<file path="config.mk">
export PLATFORM = sky130hd
export DESIGN_NAME = ict_cmp
export DESIGN_NICKNAME = d
export VERILOG_FILES = /design/src/design/ict_pkg.sv /design/src/design/ict_cmp.sv
export SDC_FILE = /design/constraint.sdc
export NUM_CORES = 1
export LEC_CHECK = 0
export BUFFER_PORTS_ARGS = -buffer_cell sky130_fd_sc_hd__buf_4
export CORE_AREA = 2 2 151 153
export DETAILED_ROUTE_END_ITERATION = 6
export DIE_AREA = 0 0 153 155
export PLACE_DENSITY = 0.61
export SLEW_MARGIN = 15
export SYNTH_ARGS = -nofsm -noshare
export SYNTH_HDL_FRONTEND = slang
export SYNTH_SLANG_ARGS = --single-unit
</file>
<file path="constraint.sdc">
create_clock -name vclk -period 2.65
set_input_delay 0.3975 -clock vclk [all_inputs]
set_output_delay 0.3975 -clock vclk [all_outputs]
set_load 0.005 [all_outputs]
</file>
<file path="src/design/ict_pkg.sv">
// Shared types, codes and defaults for the interval coverage tracker.
`timescale 1ns / 1ps

package ict_pkg;

	// Default number of interval slots.
	localparam int SEGMENT_SLOTS_DEF = 64;

	// Width of times and of the configuration data bus.
	localparam int TIME_W = 64;

	// Configuration register indexes.
	localparam int CFG_IDX_W = 2;
	localparam logic [CFG_IDX_W-1:0] REG_WINDOW_OPEN  = 2'd0;
	localparam logic [CFG_IDX_W-1:0] REG_WINDOW_CLOSED = 2'd1;
	localparam logic [CFG_IDX_W-1:0] REG_WINDOW_CLOSE = 2'd2;

	// Item kinds.
	localparam logic KIND_ADD   = 1'b0;
	localparam logic KIND_CHECK = 1'b1;

	// Result status codes.
	typedef enum logic [1:0] {
		ST_OK      = 2'd0,
		ST_FULL    = 2'd1,
		ST_OVERLAP = 2'd2,
		ST_HOLE    = 2'd3
	} status_t;

	// Sequencer states.
	typedef enum logic [2:0] {
		S_IDLE,
		S_SCAN,
		S_SHIFT_RD,
		S_SHIFT_WR,
		S_INSERT
	} state_t;

	// One stored interval, raw bits of two signed times.
	typedef struct packed {
		logic [TIME_W-1:0] first_ns;
		logic [TIME_W-1:0] end_ns;
	} entry_t;

endpackage

</file>
<file path="src/design/ict_cmp.sv">
// Shared compare unit: three signed less-than lanes on 64-bit times.
`timescale 1ns / 1ps

module ict_cmp (
	input  logic signed [ict_pkg::TIME_W-1:0] a0,
	input  logic signed [ict_pkg::TIME_W-1:0] b0,
	input  logic signed [ict_pkg::TIME_W-1:0] a1,
	input  logic signed [ict_pkg::TIME_W-1:0] b1,
	input  logic signed [ict_pkg::TIME_W-1:0] a2,
	input  logic signed [ict_pkg::TIME_W-1:0] b2,
	output logic                              lt0,
	output logic                              lt1,
	output logic                              lt2
);
	import ict_pkg::*;

	// Each lane answers a < b.
	assign lt0 = (a0 < b0);
	assign lt1 = (a1 < b1);
	assign lt2 = (a2 < b2);

endmodule

</file>
# After elaboration in Yosys (flattened, before gate mapping)
# Cells that the tools add are included.
[word_totals]
register_bits = 0
wordCells = 3
[classes]
n_lt_le_gt_ge = 3
[ops]
columns = ["cell", "n"]
rows = [
  ["64-bit less-than comparator", 3],
]

# Longest topological paths before layout
[logic_depth]
word_depth = 1
mapped_depth = 9
mapped_depth_nobuf = 9

# Least setup slack after synthesis
# Ideal clock, no wire load.
[synth_timing]
path_kind = "in2out"
start = "in b1[11] in the netlist's numbering"
end = "out lt1"
arrival_time_ns = 2.059
path_slack_ns = 0.194
stages = 8
path_cell_list = "inv_1 -> ha_1 -> a21oi_1 -> o21ai_4 -> or4_1 -> a31o_1 -> a211oi_2 -> xnor2_1"
[synth_via]
elab_chain_len = 1
[synth_rtl]
columns = ["element", "line_no", "text"]
rows = [
  ["from (decl)", "ict_cmp.sv:8", "input logic signed [ict_pkg::TIME_W-1:0] b1,"],
  ["64-bit less-than comparator", "ict_cmp.sv:19", "assign lt1 = (a1 < b1);"],
  ["to (decl)", "ict_cmp.sv:12", "output logic lt1,"],
]
# No other way between the ends.

# Final worst setup path
# Same ends and word-level chain as after synthesis.

==> impl_results.rst <==
.. list-table::
   :header-rows: 1

   * - Metric
     - Value
   * - Avg Inst Size Synth
     - 6.99 sq um
   * - Number of clock-tree buffers in the layout
     - 0
   * - Switching power total
     - 490 uW
   * - Global-route total usage across every layer
     - 0.138
   * - Detailed-route via count
     - 5,912
   * - Detailed-router iteration count before antenna repair
     - 4
   * - Standard-cell row count
     - 55
   * - Number of buffer and inverter instances along the worst setup path
     - 3
   * - Clock share of power
     - 0
   * - Peak ir drop on the vdd network
     - 58.5 uV
   * - Critical path endpoint category
     - primary output
   * - Area taken by multi-input logic gates
     - 4370 sq um
   * - Remaining antenna violation count after routing
     - 0
   * - Violated checks
     - setup timing
   * - Synthesized instance count
     - 681
   * - Result of the run
     - complete, but fails checks
   * - X dimension of the die
     - 153 microns
   * - Setup TNS
     - -50.1 ps
   * - Least-Margin Pin Slew
     - 425 ps
   * - Post-Place Cell Area
     - 8070 sq um
   * - Final critical-path share of the clock period
     - 1.02
   * - Warning count from the yosys run
     - 0
   * - Initial standard-cell utilization of the core
     - 0.214
   * - Average detailed-routed wire length per instance
     - 13.3 microns
   * - Final std cells w/o fill
     - 1,360
   * - Final non-filler cell area
     - 8450 sq um
   * - Number of global-route vias before repair
     - 5,784
   * - Maximum net fanout on the critical path
     - 3
   * - Placeable core area
     - 22,200 sq um
   * - CP max stage delay
     - 510 ps
   * - Sequential fraction of design power
     - 0
   * - Fraction of power spent switching nets
     - 0.406
   * - Relative area change from synthesis to final layout
     - 77.6%
   * - Placed Instances
     - 1,359
   * - Gpl congestion
     - 0.862
   * - Pwr Density
     - 143 nW/um^2
   * - Routed vias/inst
     - 4.35
   * - Crit path max-delay family
     - compound AO/OA/AOI/OAI gates
   * - Antenna cell count
     - 0
   * - Total Routed Length
     - 18,100 microns
   * - Final WS setup
     - -50.1 ps
   * - Final hold violations
     - 0
   * - Setup-violating endpoint count in the final report
     - 1
   * - Required time worst endpoint
     - 2250 ps
   * - Cell chain of the critical path
     - buf_4 > inv_1 > ha_4 > a21oi_4 > o21ai_4 > or4_4 > a31o_1 > a211oi_2 > xnor2_1 > buf_4
   * - Max stage delay cell, worst path
     - sky130_fd_sc_hd__or4_4
   * - Number of sequential cells
     - 0
   * - Worst slew slack as a fraction of its limit
     - 0.713
   * - Startpoint-to-endpoint class of the critical path
     - in -> out
   * - Kind of launch point of the worst setup path
     - input port
   * - Placed wire-length estimate after detailed placement
     - 16,700 microns
   * - Hold WS
     - 1330 ps
   * - Total number of nets in the final design
     - 1,650
   * - Critical path's most frequent cell
     - sky130_fd_sc_hd__buf_4
   * - Part of the total power dissipated in combinational logic
     - 1.000
   * - Initial antenna violation count
     - 0
   * - Synth cell types
     - 38
   * - Area of all sequential standard cells
     - 0 sq um
   * - Synthesized Nets
     - 1,254
   * - Hold_buf cts
     - 0
   * - Number of I/O pins
     - 387
   * - Type of the most critical hold path
     - in -> out
   * - Post-synth design cell area
     - 4760 sq um
   * - Grt ovf
     - 0
   * - Internal power summed over all cells
     - 715 uW
   * - CP Data Arrival Time
     - 2300 ps
   * - Sequential-to-total area share from yosys stat
     - 0
   * - Max-cap violations
     - 0
   * - Full die area
     - 23,700 sq um
   * - DRC Markers
     - 0
   * - Wire length of the first global-routing pass
     - 27,200 microns
   * - Leakage component of the power
     - 0.00498 uW
   * - Maximum achievable frequency
     - 370 MHz
   * - Fin. max-slew vios
     - 0
   * - Share of cells above drive strength 1
     - 0.420
   * - Die height
     - 155 microns
   * - Count of buffers from port buffering
     - 387
   * - Largest net degree at the start of global routing
     - 5
   * - Filler Cell Count
     - 2,323
   * - Number of design-rule violations left by the first detailed-router iteration
     - 210
   * - Minimum clock period after layout
     - 2700 ps
   * - Unrepaired setup endpoints after global routing
     - yes
[logic make-up after synthesis]
group                      share of synthesized area
AOI/OAI and AO/OA                              0.191
xor gates and xnor gates                     0.00184
adders and majority gates                      0.497
buffers and inverters                          0.151
muxes                                        0.00210
and+or+nand+nor                                0.156
[path summary, 6_finish.rpt]
kind    from  end  slack, ps  cells after the start
min   a2[62]  lt2       1330                      6
max   b1[11]  lt1        -50                     10
[power groups by stage]
stage | sequential (uW) | clock (uW) | combinational [uW]
CTS | 0 | 0 | 1160
floorplan | 0 | 0 | 510
global route | 0 | 0 | 1370
detailed placement | 0 | 0 | 1120
finish | 0 | 0 | 1210
global placement | 0 | 0 | 1110
[layer usage]
layer / global-route usage / routed length, microns / share of wire
met2: 0.272 / 9520 / 0.53
met3: 0.0256 / 1310 / 0.072
met4: 0.0168 / 263 / 0.015
met1: 0.157 / 6990 / 0.39
met5: 0 / 0 / 0
[cell type report]
| class | instances | share of cell area |
|---|---|---|
| inverter | 192 | 0.0868 |
| timing repair buffer | 394 | 0.354 |
| tap | 285 | 0.0422 |
| multi-input combinational | 489 | 0.517 |
[Yosys cell counts, types with 2 or more instances]
cell,number,area (sq um)
sky130_fd_sc_hd__nor3_1,13,65.1
sky130_fd_sc_hd__o21ai_1,4,20.0
sky130_fd_sc_hd__or4_1,2,15.0
sky130_fd_sc_hd__a221oi_1,4,35.0
sky130_fd_sc_hd__inv_1,192,721
sky130_fd_sc_hd__a21o_1,16,120
sky130_fd_sc_hd__nand4_1,29,181
sky130_fd_sc_hd__nor2_1,21,78.8
sky130_fd_sc_hd__ha_1,189,2360
sky130_fd_sc_hd__o21ai_0,26,130
sky130_fd_sc_hd__nand3_1,12,60.1
sky130_fd_sc_hd__nor4_1,8,50.1
sky130_fd_sc_hd__and4_1,3,26.3
sky130_fd_sc_hd__a21oi_1,75,375
sky130_fd_sc_hd__nor2b_1,4,25.0
sky130_fd_sc_hd__nand2_1,49,184
sky130_fd_sc_hd__or3_1,2,12.5
sky130_fd_sc_hd__o211ai_1,2,15.0
sky130_fd_sc_hd__a211oi_1,8,60.1
sky130_fd_sc_hd__nand2b_1,4,25.0
[metrics by stage]
step | setup WS [ps] | power [uW] | utilization
after global routing | -116 | 1370 | 0.380
final | -50.1 | 1210 | 0.380
after CTS | -36.4 | 1160 | 0.370
after detailed placement | -218 | 1120 | 0.363
after floorplan | 194 | 510 | -
after global placement | -156 | 1110 | 0.363
[cell usage in the layout, fill, tap and decap left out, drive strengths merged]
cell | netlist | final
nor2b | 4 | 4
nand2b | 5 | 5
xnor2 | 1 | 1
a21oi | 75 | 75
ha | 189 | 189
o22ai | 1 | 1
nor4 | 8 | 8
a2111oi | 2 | 2
a311o | 1 | 1
or2 | 1 | 1
and4 | 3 | 3
a21boi | 1 | 1
or3 | 2 | 2
mux2i | 1 | 1
a221oi | 4 | 4
inv | 192 | 192
a21o | 16 | 16
or4 | 2 | 2
nor3 | 13 | 13
a41o | 1 | 1
nor2 | 21 | 21
o21ba | 1 | 1
o21a | 1 | 1
o21ai | 31 | 31
nand2 | 49 | 49
buf | 0 | 394
o41ai | 1 | 1
o211ai | 2 | 2
o211a | 1 | 1
a31o | 1 | 1
a211oi | 9 | 9
nand3 | 12 | 12
a221o | 1 | 1
nand4 | 29 | 29
[timing repair]
item | 4_1_cts | 5_1_grt
endpoints found under the setup margin | 2 | 3
resized for setup | 23 | 49
endpoints found under the hold margin | 0 | 0
pin swaps | 21 | 30
buffers inserted | 1 | 0
(Power assumes the default switching activity.)
